==> src/cenc_pkg.sv <==
// Shared types, constants and the tap function of the convolutional encoder.
package cenc_pkg;

  localparam int REG_W      = 7;
  localparam int GEN_W      = 8;
  localparam int NGEN       = 4;
  localparam int CODE_W     = 4;
  localparam int MLEN_W     = 3;
  localparam int OCNT_W     = 3;
  localparam int MODE_W     = 2;
  localparam int CFG_IDX_W  = 3;
  localparam int CFG_DATA_W = 32;

  localparam logic [MODE_W-1:0] MODE_NSC = 2'd0;
  localparam logic [MODE_W-1:0] MODE_RSC = 2'd1;
  localparam logic [MODE_W-1:0] MODE_PRE = 2'd2;

  localparam logic [CFG_IDX_W-1:0] CFG_MODE      = 3'd0;
  localparam logic [CFG_IDX_W-1:0] CFG_OUT_COUNT = 3'd1;
  localparam logic [CFG_IDX_W-1:0] CFG_MEM_LEN   = 3'd2;
  localparam logic [CFG_IDX_W-1:0] CFG_INIT      = 3'd3;
  localparam logic [CFG_IDX_W-1:0] CFG_TAIL_EN   = 3'd4;
  localparam logic [CFG_IDX_W-1:0] CFG_GEN       = 3'd5;

  typedef struct packed {
    logic [MODE_W-1:0]      md;
    logic [MLEN_W-1:0]      m;
    logic [CODE_W-1:0]      code_mask;
    logic                   tail;
    logic                   u;
    logic [REG_W-1:0]       sr;
    logic [NGEN*GEN_W-1:0]  gens;
  } step_req_t;

  typedef struct packed {
    logic [CODE_W-1:0] code;
    logic [REG_W-1:0]  sr_next;
    logic              tail_input;
  } step_res_t;

  // Bit m of the generator taps the first bit; bit m-1-j taps register bit j.
  function automatic logic tap_xor(input logic [GEN_W-1:0] g, input logic first,
                                   input logic [REG_W-1:0] sr, input logic [MLEN_W-1:0] m);
    logic              v;
    logic [MLEN_W-1:0] t;
    v = g[m] & first;
    for (int j = 0; j < REG_W; j++) begin
      t = m - MLEN_W'(j) - 1'b1;
      if (MLEN_W'(j) < m) begin
        v = v ^ (g[t] & sr[j]);
      end
    end
    return v;
  endfunction

endpackage

==> src/cenc_step.sv <==
// One encoder step: code bits and next register for a data or termination step.
module cenc_step (
  input  cenc_pkg::step_req_t req_i,
  output cenc_pkg::step_res_t res_o
);

  logic [cenc_pkg::GEN_W-1:0]  g0;
  logic                        fb;
  logic                        tail0;
  logic                        par_first;
  logic                        shin;
  logic [cenc_pkg::CODE_W-1:0] par;
  logic [cenc_pkg::CODE_W-1:0] code;
  logic [cenc_pkg::REG_W-1:0]  mask;

  always_comb begin
    g0    = req_i.gens[cenc_pkg::GEN_W-1:0];
    fb    = cenc_pkg::tap_xor(g0, req_i.u, req_i.sr, req_i.m);
    tail0 = cenc_pkg::tap_xor(g0, 1'b0, req_i.sr, req_i.m);
    mask  = ~({cenc_pkg::REG_W{1'b1}} << req_i.m);
    if (req_i.tail) begin
      par_first = 1'b0;
    end else if (req_i.md == cenc_pkg::MODE_RSC) begin
      par_first = fb;
    end else begin
      par_first = req_i.u;
    end
    for (int k = 0; k < cenc_pkg::NGEN; k++) begin
      par[k] = cenc_pkg::tap_xor(req_i.gens[k*cenc_pkg::GEN_W +: cenc_pkg::GEN_W],
                                 par_first, req_i.sr, req_i.m);
    end
    res_o.tail_input = 1'b0;
    if (req_i.tail) begin
      code = par;
      shin = 1'b0;
      if (req_i.md == cenc_pkg::MODE_RSC) begin
        res_o.tail_input = tail0;
      end
    end else begin
      unique case (req_i.md)
        cenc_pkg::MODE_RSC: begin
          code = {par[cenc_pkg::CODE_W-1:1], req_i.u};
          shin = fb;
        end
        cenc_pkg::MODE_PRE: begin
          code = {{(cenc_pkg::CODE_W-1){1'b0}}, fb};
          shin = fb;
        end
        default: begin
          code = par;
          shin = req_i.u;
        end
      endcase
    end
    res_o.code    = code & req_i.code_mask;
    res_o.sr_next = {req_i.sr[cenc_pkg::REG_W-2:0], shin} & mask;
  end

endmodule

==> src/convolutional_encoder_core.sv <==
// Top level of the convolutional encoder: configuration, control and result register.
//
//   channel | direction | handshake               | payload
//   in      | input     | in_valid_i / in_stall_o   | in_data_bit_i, in_block_end_i
//   out     | output    | out_valid_o / out_stall_i | out_code_bits_o, out_tail_step_o,
//           |           |                           | out_tail_input_o, out_last_o
//   cfg     | input     | cfg_we_i                  | cfg_idx_i, cfg_wdata_i
//
// A data beat is encoded into the result register, one beat per cycle while the output is not stalled.
// A last beat with termination adds memory_length result beats, one per cycle while not stalled,
// during which no input beat is taken.
// Reset loads the register defaults, clears the shift register and marks a block start.
// A stalled result holds the result register and stalls the input side in turn.
module convolutional_encoder_core #(
  parameter int MAX_OUTPUTS = 4,
  parameter int MAX_MEMORY  = 7
) (
  input  logic                                clk_i,
  input  logic                                rst_ni,
  input  logic                                cfg_we_i,
  input  logic [cenc_pkg::CFG_IDX_W-1:0]      cfg_idx_i,
  input  logic [cenc_pkg::CFG_DATA_W-1:0]     cfg_wdata_i,
  input  logic                                in_valid_i,
  output logic                                in_stall_o,
  input  logic                                in_data_bit_i,
  input  logic                                in_block_end_i,
  output logic                                out_valid_o,
  input  logic                                out_stall_i,
  output logic [cenc_pkg::CODE_W-1:0]         out_code_bits_o,
  output logic                                out_tail_step_o,
  output logic                                out_tail_input_o,
  output logic                                out_last_o
);

  localparam int SR_W = (MAX_MEMORY < cenc_pkg::REG_W) ? MAX_MEMORY : cenc_pkg::REG_W;
  localparam logic [3:0] MAX_OUT_V = 4'(MAX_OUTPUTS);
  localparam logic [3:0] MAX_MEM_V = 4'(MAX_MEMORY);

  logic [cenc_pkg::MODE_W-1:0]     mode_q;
  logic [cenc_pkg::OCNT_W-1:0]     ocnt_q;
  logic [cenc_pkg::MLEN_W-1:0]     mlen_q;
  logic [cenc_pkg::REG_W-1:0]      init_q;
  logic                            tail_en_q;
  logic [cenc_pkg::CFG_DATA_W-1:0] gen_q;

  logic [SR_W-1:0]                 sr_q, sr_d;
  logic                            blk_start_q, blk_start_d;
  logic [cenc_pkg::MLEN_W-1:0]     tail_left_q, tail_left_d;
  logic                            out_valid_q, out_valid_d;
  logic [cenc_pkg::CODE_W-1:0]     code_q, code_d;
  logic                            tstep_q, tstep_d;
  logic                            tin_q, tin_d;
  logic                            last_q, last_d;

  logic [cenc_pkg::MODE_W-1:0]     md;
  logic [cenc_pkg::MLEN_W-1:0]     m_eff;
  logic [3:0]                      nout;
  logic                            load;
  logic                            in_acc;
  logic                            tail_go;
  logic                            tail_start;
  cenc_pkg::step_req_t             req;
  cenc_pkg::step_res_t             res;

  always_comb begin
    md = (mode_q == cenc_pkg::MODE_PRE || mode_q == cenc_pkg::MODE_RSC) ? mode_q
                                                                          : cenc_pkg::MODE_NSC;
    if (mlen_q == '0) begin
      m_eff = cenc_pkg::MLEN_W'(1);
    end else if ({1'b0, mlen_q} > MAX_MEM_V) begin
      m_eff = MAX_MEM_V[cenc_pkg::MLEN_W-1:0];
    end else begin
      m_eff = mlen_q;
    end
    if (ocnt_q == '0) begin
      nout = 4'd1;
    end else if ({1'b0, ocnt_q} > MAX_OUT_V) begin
      nout = MAX_OUT_V;
    end else begin
      nout = {1'b0, ocnt_q};
    end
  end

  assign load       = !out_valid_q || !out_stall_i;
  assign in_stall_o = !load || (tail_left_q != '0);
  assign in_acc     = in_valid_i && !in_stall_o;
  assign tail_go    = load && (tail_left_q != '0);
  assign tail_start = in_acc && in_block_end_i && tail_en_q && (md != cenc_pkg::MODE_PRE);

  always_comb begin
    req.md   = md;
    req.m    = m_eff;
    req.tail = tail_go;
    req.u    = in_data_bit_i;
    req.gens = gen_q;
    for (int k = 0; k < cenc_pkg::CODE_W; k++) begin
      req.code_mask[k] = (4'(k) < nout);
    end
    if (!tail_go && blk_start_q) begin
      req.sr = init_q;
    end else begin
      req.sr = cenc_pkg::REG_W'(sr_q);
    end
  end

  cenc_step u_step (
    .req_i (req),
    .res_o (res)
  );

  always_comb begin
    sr_d        = sr_q;
    blk_start_d = blk_start_q;
    tail_left_d = tail_left_q;
    out_valid_d = load ? (in_acc || tail_go) : out_valid_q;
    code_d      = code_q;
    tstep_d     = tstep_q;
    tin_d       = tin_q;
    last_d      = last_q;
    if (tail_go) begin
      sr_d        = res.sr_next[SR_W-1:0];
      tail_left_d = tail_left_q - 1'b1;
      code_d      = res.code;
      tstep_d     = 1'b1;
      tin_d       = res.tail_input;
      last_d      = (tail_left_q == cenc_pkg::MLEN_W'(1));
    end else if (in_acc) begin
      sr_d        = res.sr_next[SR_W-1:0];
      blk_start_d = in_block_end_i;
      tail_left_d = tail_start ? m_eff : '0;
      code_d      = res.code;
      tstep_d     = 1'b0;
      tin_d       = 1'b0;
      last_d      = !tail_start;
    end
  end

  always_ff @(posedge clk_i or negedge rst_ni) begin
    if (!rst_ni) begin
      sr_q        <= '0;
      blk_start_q <= 1'b1;
      tail_left_q <= '0;
      out_valid_q <= 1'b0;
    end else begin
      sr_q        <= sr_d;
      blk_start_q <= blk_start_d;
      tail_left_q <= tail_left_d;
      out_valid_q <= out_valid_d;
    end
  end

  always_ff @(posedge clk_i) begin
    code_q  <= code_d;
    tstep_q <= tstep_d;
    tin_q   <= tin_d;
    last_q  <= last_d;
  end

  always_ff @(posedge clk_i or negedge rst_ni) begin
    if (!rst_ni) begin
      mode_q    <= cenc_pkg::MODE_NSC;
      ocnt_q    <= cenc_pkg::OCNT_W'(2);
      mlen_q    <= cenc_pkg::MLEN_W'(2);
      init_q    <= '0;
      tail_en_q <= 1'b0;
      gen_q     <= cenc_pkg::CFG_DATA_W'(1287);
    end else if (cfg_we_i) begin
      unique case (cfg_idx_i)
        cenc_pkg::CFG_MODE:      mode_q    <= cfg_wdata_i[cenc_pkg::MODE_W-1:0];
        cenc_pkg::CFG_OUT_COUNT: ocnt_q    <= cfg_wdata_i[cenc_pkg::OCNT_W-1:0];
        cenc_pkg::CFG_MEM_LEN:   mlen_q    <= cfg_wdata_i[cenc_pkg::MLEN_W-1:0];
        cenc_pkg::CFG_INIT:      init_q    <= cfg_wdata_i[cenc_pkg::REG_W-1:0];
        cenc_pkg::CFG_TAIL_EN:   tail_en_q <= cfg_wdata_i[0];
        cenc_pkg::CFG_GEN:       gen_q     <= cfg_wdata_i;
        default: begin
        end
      endcase
    end
  end

  assign out_valid_o      = out_valid_q;
  assign out_code_bits_o  = code_q;
  assign out_tail_step_o  = tstep_q;
  assign out_tail_input_o = tin_q;
  assign out_last_o       = last_q;

`ifndef SYNTHESIS
  a_tail_first_not_last: assert property (@(posedge clk_i) disable iff (!rst_ni)
    tail_start |=> out_valid_o && !out_last_o && !out_tail_step_o)
    else $error("Data beat before termination was marked last.");

  a_tail_pending: assert property (@(posedge clk_i) disable iff (!rst_ni)
    out_valid_o && out_tail_step_o && !out_last_o |-> tail_left_q != '0)
    else $error("Termination beat not last but no steps remain.");

  a_tail_zero_state: assert property (@(posedge clk_i) disable iff (!rst_ni)
    out_valid_o && out_tail_step_o && out_last_o |-> sr_q == '0 && tail_left_q == '0)
    else $error("Termination ended with a nonzero shift register.");
`endif

endmodule
==> config.mk <==
export PLATFORM = sky130hd
export DESIGN_NAME = convolutional_encoder_core
export DESIGN_NICKNAME = d
export VERILOG_FILES = /design/src/cenc_pkg.sv /design/src/cenc_step.sv /design/src/convolutional_encoder_core.sv
export SDC_FILE = /design/constraint.sdc
export NUM_CORES = 1
export LEC_CHECK = 0
export ABC_AREA = 1
export BUFFER_PORTS_ARGS = -buffer_cell sky130_fd_sc_hd__buf_2
export CAP_MARGIN = 20
export CORE_UTILIZATION = 58
export CTS_BUF_LIST = sky130_fd_sc_hd__clkbuf_8 sky130_fd_sc_hd__clkbuf_16
export DETAILED_ROUTE_END_ITERATION = 6
export PLACE_DENSITY = 0.79
export SLEW_MARGIN = 0
export SYNTH_ARGS = -nofsm -noshare
export SYNTH_HDL_FRONTEND = slang
export SYNTH_SLANG_ARGS = --single-unit
==> constraint.sdc <==
create_clock -name clk_i -period 4.2 [get_ports clk_i]
set_clock_uncertainty 0.05 [all_clocks]
set_input_delay 0.84 -clock clk_i [delete_from_list [all_inputs] [get_ports clk_i]]
set_output_delay 0.84 -clock clk_i [all_outputs]
set_load 0.02 [all_outputs]
==> results.md, run 1 <==
* FMAX at 287 MHz
* Nets at 820
* Post-CTS setup buffer count at 0
* Post-synth cell types at 43
* Post-route DRC at 0
* Worst VDD drop at 0.000279 V
* Total gr overflow at 0
* Sequential area share after synthesis at 34.5%
* Synthesized instance count at 724
* First-pass GRT wire length at 21600 um
* Worst hold start: out_tail_step_o$_SDFFE_PP1P_
* Lkg Pwr at 2.85 nW
* Synth top area cells: dfrtp_1 (26%), nand2_1 (16%), nand3_1 (9.6%)
* Clock Tree Buf Depth at 2
* Flops & latches, synth at 67
* Fin Setup TNS at 0 ns
* CP Cell Sequence: o21ai_4 > inv_2 > ha_1 > inv_1 > ha_1 > inv_1 > nand3_1 > inv_1 > nor2_1 > nand2_1 > nand2_1 > nand2_1 > nand2_1 > inv_1 > nand2_2 > nand2_2 > nand2_4 > nand3b_1 > nor2_1 > nor2_1
* Hold Path Depth at 2
* R2R Setup Slk at 0.72 ns
* Register clock-pin slew on the reported worst setup and hold paths at 0.08 ns
* Antenna violations before repair at 0
* Rel. slew slack at 28.9%
* Final hold viol count at 0
* Outcome: completed
* Top Ports at 51
* Synth Area per Inst at 6.86 um^2
* Design area at 5410 um^2
* Share of layout cells above drive strength 1 at 16.5%
* Fin crit period at 3.48 ns
* Number of inserted diodes at 0
* Pwr per Cell Area at 584 nW/um^2
* Row cnt at 33
* Design Power at 0.00316 W
* Placer Congestion at 0.949
* Initial Util at 60.1%
* Post-route ant nets at 0
* Max Fanout on Critical Path at 18
* R2r endpoint: out_code_bits_o[3]$_DFFE_PP_
* Max-cap violations at 0
* Die Wd at 94.5 um
* WL final at 13000 um
* Worst endpoint required time at 4.26 ns
* Syn Nets at 779
* Post-DP Area at 5220 um^2
* CP endpoint kind: flip-flop
* Detailed Place HPWL at 10100 um
* Largest net degree at the start of global routing at 55
* RSZ-0062 raised after global routing: no
* TritonCTS buffer count at 9
* Hold Crit Class: reg -> reg
* H-tree depth at 3
* Drt initial violations at 322
* Buffers on Ports at 50
* CP max-delay cell: dfstp_2
* Final Slew Violations at 0
* CTS Hold Bufs at 0
* Most frequent cells in the layout: nand2_1 (216), inv_1 (100), nand3_1 (95)
* Synthesized area at 4960 um^2
* Synth-to-Final Area Change at 9.00%
* TritonCTS clock tree: done
* DR WL/cell at 14.9 um
* Tcrit/Tclk final at 82.9%
* Die Y at 94.5 um
* Commonest non-fill, non-tap cell in the layout: nand2_1
* Via Count at 4884
* Final setup violation count at 0
* Worst slew pin tran at 1.06 ns
* Post_cts resized at 0
* Gr usage total at 31.7%
* Clk_lat worst skew at 0.36 ns
* WP data arrival at 3.54 ns
* Synth top area share at 26.2%
* Number of global-route vias before repair at 4447
* Root buffer cell: clkbuf_8
* Cell taking the most area after synthesis: dfrtp_1
* CP max stage delay at 0.78 ns
* Hold Crit Endpoint: out_tail_step_o$_SDFFE_PP1P_
* FF-to-FF Start: mlen_q[1]$_DFFE_PN1P_
* FF-to-FF path depth at 20
* Num Clock Sinks at 67
* Total die area at 8930 um^2
* Yosys warning total at 0
* Vias/cell at 5.58
* Startpoint class of the critical path: flip-flop
* Std-Cell Core Area at 8260 um^2
* Critical path class: reg -> reg
* DRT Pass-1 Iters at 5
Yosys cell counts, drive strengths merged:
| cell | count |
|---|---|
| nand4 | 4 |
| ha | 13 |
| nor2 | 44 |
| a31oi | 2 |
| nand2b | 2 |
| a21oi | 24 |
| mux2 | 9 |
| edfxtp | 6 |
| xnor2 | 4 |
| nand3 | 98 |
| o221ai | 4 |
| a22oi | 1 |
| dfrtp | 52 |
| o21ai | 57 |
| o211ai | 8 |
| a31o | 1 |
| buf | 13 |
| xor2 | 6 |
| inv | 105 |
| dfstp | 8 |
| nand3b | 8 |
| or2 | 5 |
| nor3 | 2 |
| o31ai | 2 |
| o22ai | 4 |
| nand2 | 230 |
| clkbuf | 11 |
| dfxtp | 1 |
layout make-up:
type                       instances  area, um^2
fill                             746        2850
sequential                        67        1710
tap                              105         131
clock buffer                      11         151
multi-input combinational        528        2710
inverter                         105         394
timing repair buffer              54         280
clock inverter                     5        36.3
registers in the layout, summed over array words and instances, names as in the netlist:
| register | count |
|---|---|
| gen_q | 32 |
| init_q | 7 |
| sr_q | 7 |
| out_code_bits_o | 4 |
| mlen_q | 3 |
| ocnt_q | 3 |
| tail_left_q | 3 |
| mode_q | 2 |
| blk_start_q | 1 |
| out_last_o | 1 |
| out_tail_input_o | 1 |
| out_tail_step_o | 1 |
| out_valid_o | 1 |
| tail_en_q | 1 |
metal layers:
metal | vias to the layer above | routed length, um | GRT usage, %
met5 | - | 0 | 0
met4 | 0 | 158 | 7.58
met3 | 16 | 1160 | 8.21
met2 | 188 | 5670 | 47.9
met1 | 2268 | 6040 | 45.3
li1 | 2412 | - | -
critical path: cells and delay by family, from the launching register on:
family | cells | cell delay (ns)
AOI/OAI and AO/OA | 1 | 0.11
DFF | 1 | 0.78
and+or+nand+nor | 12 | 1.08
adders and majority gates | 2 | 0.70
buffers and inverters | 5 | 0.51
metrics by stage:
step / hold slack [ns] / setup WS [ns] / utilization (%) / instances
floorplan: 0.394 / 1.20 / - / 724
global placement: 0.374 / 0.763 / 63.2 / 859
detailed placement: 0.379 / 0.750 / 63.2 / 859
CTS: 0.400 / 0.749 / 65.5 / 875
global route: 0.455 / 0.431 / 65.5 / 875
finish: 0.397 / 0.719 / 65.5 / 875
worst max-delay path by stage:
stage	start	to	slack, ns	cells past startpoint
2_1_floorplan	mlen_q[1]$_DFFE_PN1P_	out_code_bits_o[2]$_DFFE_PP_	1.20	22
3_3_place_gp	mlen_q[1]$_DFFE_PN1P_	out_code_bits_o[1]$_DFFE_PP_	0.76	20
3_5_place_dp	mlen_q[1]$_DFFE_PN1P_	out_code_bits_o[2]$_DFFE_PP_	0.75	20
4_1_cts	mlen_q[1]$_DFFE_PN1P_	out_code_bits_o[2]$_DFFE_PP_	0.75	20
5_1_grt	mlen_q[1]$_DFFE_PN1P_	out_code_bits_o[1]$_DFFE_PP_	0.43	20
6_report	mlen_q[1]$_DFFE_PN1P_	out_code_bits_o[3]$_DFFE_PP_	0.72	20
report_power, final:
part	internal (W)	total, W	switching, W
Sequential	0.000842	0.000959	0.000117
Combinational	0.000538	0.00168	0.00114
Clock	0.000248	0.000526	0.000278
Total	0.00163	0.00316	0.00153
cells by family after synthesis:
| kind of cell | Yosys count | synth area share, % |
|---|---|---|
| AND/OR/NAND/NOR | 393 | 35.0 |
| buffers and inverters | 129 | 11.0 |
| AO/OA/AOI/OAI | 103 | 12.4 |
| flip-flops | 67 | 34.5 |
| adder cells (fa/ha/maj) | 13 | 3.28 |
| XOR/XNOR | 10 | 1.76 |
| multiplexers | 9 | 2.04 |
(Power assumes the default switching activity.)
==> run 2: changes to the inputs <==
==> constraint.sdc (replaced) <==
create_clock -name clk_i -period 3.3 [get_ports clk_i]
set_clock_uncertainty 0.05 [all_clocks]
set_input_delay 0.66 -clock clk_i [delete_from_list [all_inputs] [get_ports clk_i]]
set_output_delay 0.66 -clock clk_i [all_outputs]
set_load 0.02 [all_outputs]
==> results.md, run 2 (same netlist as run 1, synthesis figures left out) <==
* Fin Setup TNS at 0 ns (unchanged)
* Antenna violations before repair at 0 (unchanged)
* Buffers on Ports at 50 (unchanged)
* CTS Hold Bufs at 0 (unchanged)
* Final setup violation count at 0 (unchanged)
* Design Power at 0.00411 W (was 0.00316 W)
* Most frequent cells in the layout: nand2_1 (216), inv_1 (99), nand3_1 (95) (was nand2_1 (216), inv_1 (100), nand3_1 (95))
* Synth-to-Final Area Change at 10.3% (was 9.00%)
* Placer Congestion at 0.979 (was 0.949)
* Tcrit/Tclk final at 92.2% (was 82.9%)
* Row cnt at 33 (unchanged)
* Number of global-route vias before repair at 4429 (was 4447)
* Register clock-pin slew on the reported worst setup and hold paths at 0.08 ns (about the same)
* Root buffer cell: clkbuf_8 (unchanged)
* Std-Cell Core Area at 8260 um^2 (unchanged)
* Critical path class: reg -> reg (unchanged)
* Biggest regs: gen_q: 32 flops, init_q: 7 flops, sr_q: 7 flops (unchanged)
* Clk_lat worst skew at 0.36 ns (about the same)
* Rel. slew slack at 35.9% (was 28.9%)
* Top Ports at 51 (unchanged)
* Post-route ant nets at 0 (unchanged)
* Top reg by flops: gen_q (unchanged)
* DR WL/cell at 14.8 um (was 14.9 um)
* CP endpoint kind: flip-flop (unchanged)
* Startpoint class of the critical path: flip-flop (unchanged)
* Fillers at 740 (was 746)
* Via Count at 4883 (was 4884)
* Lkg Pwr at 2.90 nW (was 2.85 nW)
* Worst VDD drop at 0.000445 V (was 0.000279 V)
* Fin crit period at 3.04 ns (was 3.48 ns)
* WL final at 13000 um (about the same)
* WP data arrival at 3.10 ns (was 3.54 ns)
* Share of layout cells above drive strength 1 at 17.5% (was 16.5%)
* Finished Layout Cells at 882 (was 875)
* Die Y at 94.5 um (unchanged)
* H-tree depth at 3 (unchanged)
* Max-cap violations at 0 (unchanged)
* Final hold viol count at 0 (unchanged)
* Vias/cell at 5.54 (was 5.58)
* Outcome: completed (unchanged)
* Nets at 827 (was 820)
* Worst endpoint required time at 3.36 ns (was 4.26 ns)
* Die Wd at 94.5 um (unchanged)
* Worst slew pin tran at 0.961 ns (was 1.06 ns)
* Total die area at 8930 um^2 (unchanged)
* Detailed Place HPWL at 10400 um (was 10100 um)
* Largest net degree at the start of global routing at 55 (unchanged)
* Commonest non-fill, non-tap cell in the layout: nand2_1 (unchanged)
* DRT Pass-1 Iters at 5 (unchanged)
* Total gr overflow at 0 (unchanged)
* Cells after DPL at 866 (was 859)
* Num Clock Sinks at 67 (unchanged)
* Core Util, Final at 66.3% (was 65.5%)
* FMAX at 329 MHz (was 287 MHz)
* Hold Crit Class: in -> async (was reg -> reg)
* Drt initial violations at 338 (was 322)
* Post-route DRC at 0 (unchanged)
* Pwr per Cell Area at 751 nW/um^2 (was 584 nW/um^2)
* Gr usage total at 31.2% (was 31.7%)
* First-pass GRT wire length at 21400 um (was 21600 um)
* Final Slew Violations at 0 (unchanged)
* Clock Tree Buf Depth at 2 (unchanged)
* RSZ-0062 raised after global routing: no (unchanged)
* TritonCTS clock tree: done (unchanged)
* Initial Util at 60.1% (unchanged)
* Max Fanout on Critical Path at 11 (was 18)
* TritonCTS buffer count at 9 (unchanged)
* Max reg flops at 32 (unchanged)
* Number of inserted diodes at 0 (unchanged)
run 2: critical path: stages (launching register included):
cell and delay [ns]:
dfstp_2 0.67, buf_4 0.21, nand2_1 0.12, inv_1 0.10, ha_2 0.35, inv_1 0.20, nand3_1 0.15, nand3_2 0.12
nand2_1 0.06, nand2_1 0.10, inv_1 0.06, nand2_2 0.07, nand2_1 0.05, nand2_2 0.07, nand2_2 0.07, nand2_4 0.09
nand3b_1 0.10, nor2_1 0.12, nor2_1 0.05
run 2: layout make-up:
type                    instances  area (um^2)  area share, %
clock inverters                 7         75.1           1.37
multi-input cells             528         2710           49.4
inverters                     105          394           7.20
well taps                     105          131           2.40
flip-flops and latches         67         1710           31.3
repair buffers                 61          333           6.08
clock buffers                   9          124           2.26
run 2: what timing repair did:
| item | in CTS | in global routing |
|---|---|---|
| resized for setup | 0 | 1 |
| setup buffers | 0 | 0 |
| endpoints found under the setup margin | 0 | 4 |
run 2: final timing paths:
kind | cells past startpoint | slack [ns] | end | from
worst min-delay path | 1 | 0.40 | init_q[5]$_DFFE_PN0P_ | rst_ni
worst max-delay path | 18 | 0.26 | out_code_bits_o[3]$_DFFE_PP_ | mlen_q[1]$_DFFE_PN1P_
worst min register to register | 2 | 0.42 | out_tail_step_o$_SDFFE_PP1P_ | out_tail_step_o$_SDFFE_PP1P_
min in group clk_i | 2 | 0.42 | out_tail_step_o$_SDFFE_PP1P_ | out_tail_step_o$_SDFFE_PP1P_
worst max register to register | 18 | 0.26 | out_code_bits_o[3]$_DFFE_PP_ | mlen_q[1]$_DFFE_PN1P_
max in group asynchronous | 2 | 2.09 | gen_q[28]$_DFFE_PN0P_ | rst_ni
run 2: stage by stage:
step / hold slack (ns) / area [um^2] / worst slack (ns)
finish: 0.402 / 5480 / 0.259
global route: 0.459 / 5480 / 0.00105
CTS: 0.415 / 5470 / 0.222
detailed placement: 0.394 / 5280 / 0.220
global placement: 0.376 / 5280 / 0.287
floorplan: 0.314 / 4960 / 0.303
run 2: power breakdown:
group,switching [W],leakage (nW),internal (W)
Clock,0.000360,0.104,0.000354
Combinational,0.00148,2.01,0.000713
Sequential,0.000135,0.776,0.00107
run 2: layer usage:
layer  vias to the layer above  share of wire [%]  global-route usage (%)
li1                       2422                  -                       -
met1                      2226                 47                    44.2
met2                       217                 44                    47.8
met3                        18                7.8                    6.52
met4                         0                1.4                    9.34
met5                         -                  0                       0
==> run 3: changes to the inputs <==
--- a/config.mk
+++ b/config.mk
@@ -8,11 +8,12 @@
 export ABC_AREA = 1
 export BUFFER_PORTS_ARGS = -buffer_cell sky130_fd_sc_hd__buf_2
 export CAP_MARGIN = 20
-export CORE_UTILIZATION = 58
+export CORE_UTILIZATION = 50
 export CTS_BUF_LIST = sky130_fd_sc_hd__clkbuf_8 sky130_fd_sc_hd__clkbuf_16
 export DETAILED_ROUTE_END_ITERATION = 6
-export PLACE_DENSITY = 0.79
+export PLACE_DENSITY = 0.69
 export SLEW_MARGIN = 0
 export SYNTH_ARGS = -nofsm -noshare
 export SYNTH_HDL_FRONTEND = slang
+export SYNTH_HIERARCHICAL = 1
 export SYNTH_SLANG_ARGS = --single-unit
==> results.md, run 3 <==
* Via Count at 5151 (was 4883)
* Commonest cells in the netlist: nand2_1 (332), nand3_1 (107), inv_1 (87), dfrtp_1 (52), o21ai_0 (45) (was nand2_1 (216), inv_1 (99), nand3_1 (95), dfrtp_1 (52), o21ai_0 (41))
* Top Ports at 51 (unchanged)
* Sw Share at 49.3% (was 48.0%)
* TritonCTS clock tree: done (unchanged)
* Synth top area share at 25.2% (was 26.2%)
* Fillers at 952 (was 740)
* Final Slew Violations at 0 (unchanged)
* Share of layout cells above drive strength 1 at 14.7% (was 17.5%)
* Num Clock Sinks at 67 (unchanged)
* Cell taking the most area after synthesis: dfrtp_1 (unchanged)
* Sequential area share after synthesis at 33.2% (was 34.5%)
* Critical path buffers and inverters at 4 (unchanged)
* Tcrit/Tclk final at 92.7% (was 92.2%)
* Worst slew pin tran at 0.867 ns (was 0.961 ns)
* Main synth FF type: dfrtp_1 (unchanged)
* Pwr per Cell Area at 797 nW/um^2 (was 751 nW/um^2)
* Flops & latches, synth at 67 (unchanged)
* CP Cell Sequence: inv_1 > ha_1 > nand2_2 > nand2_4 > nand2_8 > a21oi_1 > inv_1 > a211oi_4 > nand2_1 > nor2_1 > nand2_1 > nand2_1 > inv_1 > nand2_1 > nand2_1 > inv_2 > nand2_1 > nand3_2 > nand3_1 > nor2_1 > nor2_1 (was buf_4 > nand2_1 > inv_1 > ha_2 > inv_1 > nand3_1 > nand3_2 > nand2_1 > nand2_1 > inv_1 > nand2_2 > nand2_1 > nand2_2 > nand2_2 > nand2_4 > nand3b_1 > nor2_1 > nor2_1)
* Post-synth cell types at 44 (was 43)
* Number of synthesized flops with an enable pin at 6 (unchanged)
* WL final at 13800 um (was 13000 um)
* Post-route ant nets at 0 (unchanged)
* Yosys warning total at 6 (was 0)
* Clock Tree Buf Depth at 2 (unchanged)
* Lkg Pwr at 3.17 nW (was 2.90 nW)
* Clk_lat worst skew at 0.36 ns (about the same)
* Most frequent cell after synthesis: nand2_1 (unchanged)
* Die Wd at 104 um (was 94.5 um)
* Delay-heaviest family, CP: simple AND/OR/NAND/NOR gates (unchanged)
* Worst VDD drop at 0.000346 V (was 0.000445 V)
* FMAX at 327 MHz (was 329 MHz)
* Rel. slew slack at 42.2% (was 35.9%)
* CTS Hold Bufs at 0 (unchanged)
* Most used cell, CP: nand2_1 (unchanged)
* Max reg flops at 32 (unchanged)
* Row cnt at 36 (was 33)
* Synthesized instance count at 811 (was 724)
* Design Power at 0.00462 W (was 0.00411 W)
* First-pass GRT wire length at 23300 um (was 21400 um)
* CP endpoint kind: flip-flop (unchanged)
* Detailed Place HPWL at 10700 um (was 10400 um)
* Final hold slack at 0.366 ns (was 0.402 ns)
* Placer Congestion at 0.965 (was 0.979)
* Total die area at 10700 um^2 (was 8930 um^2)
* Final hold viol count at 0 (unchanged)
* Number of global-route vias before repair at 4791 (was 4429)
* DRT Pass-1 Iters at 7 (was 5)
* Final setup violation count at 0 (unchanged)
* H-tree depth at 3 (unchanged)
* Clock power frac at 15.6% (was 17.4%)
* Synth Area per Inst at 6.36 um^2 (was 6.86 um^2)
* Startpoint class of the critical path: flip-flop (unchanged)
* Nets at 919 (was 827)
* Buffers on Ports at 50 (unchanged)
* Async set or reset register ratio after synthesis at 89.6% (unchanged)
* Sequential share of power at 26.3% (was 29.4%)
* Finished Layout Cells at 997 (was 882)
* Std-Cell Core Area at 9860 um^2 (was 8260 um^2)
* Biggest regs: gen_q: 32 flops, init_q: 7 flops, sr_q: 7 flops (unchanged)
* TritonCTS buffer count at 9 (unchanged)
* Register clock-pin slew on the reported worst setup and hold paths at 0.09 ns (was 0.08 ns)
* Design area at 5800 um^2 (was 5480 um^2)
* CP max-delay cell: dfrtp_1 (was dfstp_2)
* Gr usage total at 27.2% (was 31.2%)
* Vias/cell at 5.17 (was 5.54)
* Number of inserted diodes at 0 (unchanged)
* Combinational share of power at 58.1% (was 53.3%)
* Hold Crit Class: in -> async (unchanged)
* Die Y at 104 um (was 94.5 um)
* DR WL/cell at 13.9 um (was 14.8 um)
* Post-DP Area at 5520 um^2 (was 5280 um^2)
* Syn Nets at 871 (was 779)
* Top reg by flops: gen_q (unchanged)
* Antenna violations before repair at 0 (unchanged)
* P_int at 0.00234 W (was 0.00214 W)
* Post-route DRC at 0 (unchanged)
* Max Fanout on Critical Path at 14 (was 11)
* Initial Util at 52.3% (was 60.1%)
* Largest net degree at the start of global routing at 44 (was 55)
* NetSw at 0.00228 W (was 0.00197 W)
* CP max stage delay at 0.41 ns (was 0.67 ns)
* WP data arrival at 3.12 ns (was 3.10 ns)
* Commonest non-fill, non-tap cell in the layout: nand2_1 (unchanged)
* Max-cap violations at 0 (unchanged)
* Most frequent cells in the layout: nand2_1 (331), nand3_1 (107), inv_1 (86) (was nand2_1 (216), inv_1 (99), nand3_1 (95))
* Critical path class: reg -> reg (unchanged)
* Synthesized area at 5160 um^2 (was 4960 um^2)
* Synth-to-Final Area Change at 12.5% (was 10.3%)
* Worst endpoint required time at 3.37 ns (was 3.36 ns)
* Cells after DPL at 980 (was 866)
* Root buffer cell: clkbuf_8 (unchanged)
* Total gr overflow at 0 (unchanged)
* Fin crit period at 3.06 ns (was 3.04 ns)
* Drt initial violations at 337 (was 338)
* Synth top area cells: dfrtp_1 (25%), nand2_1 (24%), nand3_1 (10%) (was dfrtp_1 (26%), nand2_1 (16%), nand3_1 (9.6%))
* Outcome: completed (unchanged)
==> run 3: layout make-up <==
cell class                 count  area [um^2]  area share, %
tap                          133          166           2.87
clock buffer                  10          138           2.37
inverter                      97          364           6.27
timing repair buffer          67          390           6.73
clock inverter                 6         65.1           1.12
multi-input combinational    617         2970           51.2
sequential                    67         1710           29.5
==> run 3: routing by layer <==
metal  vias up  track usage [%]  routed length [um]
met5         -                0                   0
met1      2319             38.6                6820
met3        14             7.80                 983
met2       150             40.2                5820
met4         0             7.76                 190
li1       2668                -                   -
==> run 3: final timing paths <==
path,from,endpoint,slack (ns),cells after the start
hold / removal,rst_ni,tail_en_q$_DFFE_PN0P_,0.37,1
min in group clk_i,out_tail_step_o$_SDFFE_PP1P_,out_tail_step_o$_SDFFE_PP1P_,0.41,2
setup reg to reg,tail_left_q[0]$_DFFE_PN0P_,out_code_bits_o[3]$_DFFE_PP_,0.24,21
max in group asynchronous,rst_ni,ocnt_q[1]$_DFFE_PN1P_,2.05,2
setup / recovery,tail_left_q[0]$_DFFE_PN0P_,out_code_bits_o[3]$_DFFE_PP_,0.24,21
hold reg to reg,out_tail_step_o$_SDFFE_PP1P_,out_tail_step_o$_SDFFE_PP1P_,0.41,2
==> run 3: what timing repair did <==
action                                  CTS  global route
resized for setup                         0            16
buffers inserted                          0             1
endpoints found under the setup margin    0             5
==> run 3: through the flow <==
stage          setup TNS [ns]  util [%]  setup slack, ns
4_1_cts                     0      58.0            0.125
6_report                    0      58.8            0.242
3_3_place_gp                0      56.0            0.132
2_1_floorplan               0         -           0.0645
3_5_place_dp                0      56.0           0.0530
5_1_grt               -0.0119      58.8         -0.00744
==> run 3: power by group through the flow <==
stage | Combinational (W) | Clock [W] | Sequential [W]
global route | 0.00304 | 0.000773 | 0.00124
floorplan | 0.00188 | 0 | 0.00125
global placement | 0.00251 | 0 | 0.00122
finish | 0.00269 | 0.000723 | 0.00122
CTS | 0.00257 | 0.000746 | 0.00121
detailed placement | 0.00256 | 0 | 0.00122
==> run 3: cells by family after synthesis <==
| group | after synthesis | share of synthesized area (%) |
|---|---|---|
| AO/OA/AOI/OAI | 88 | 9.39 |
| AND/OR/NAND/NOR | 502 | 41.0 |
| XOR/XNOR | 8 | 1.50 |
| buffers and inverters | 127 | 10.5 |
| flip-flops | 67 | 33.2 |
| adder cells (fa/ha/maj) | 18 | 4.37 |
| other | 1 | 0.0727 |
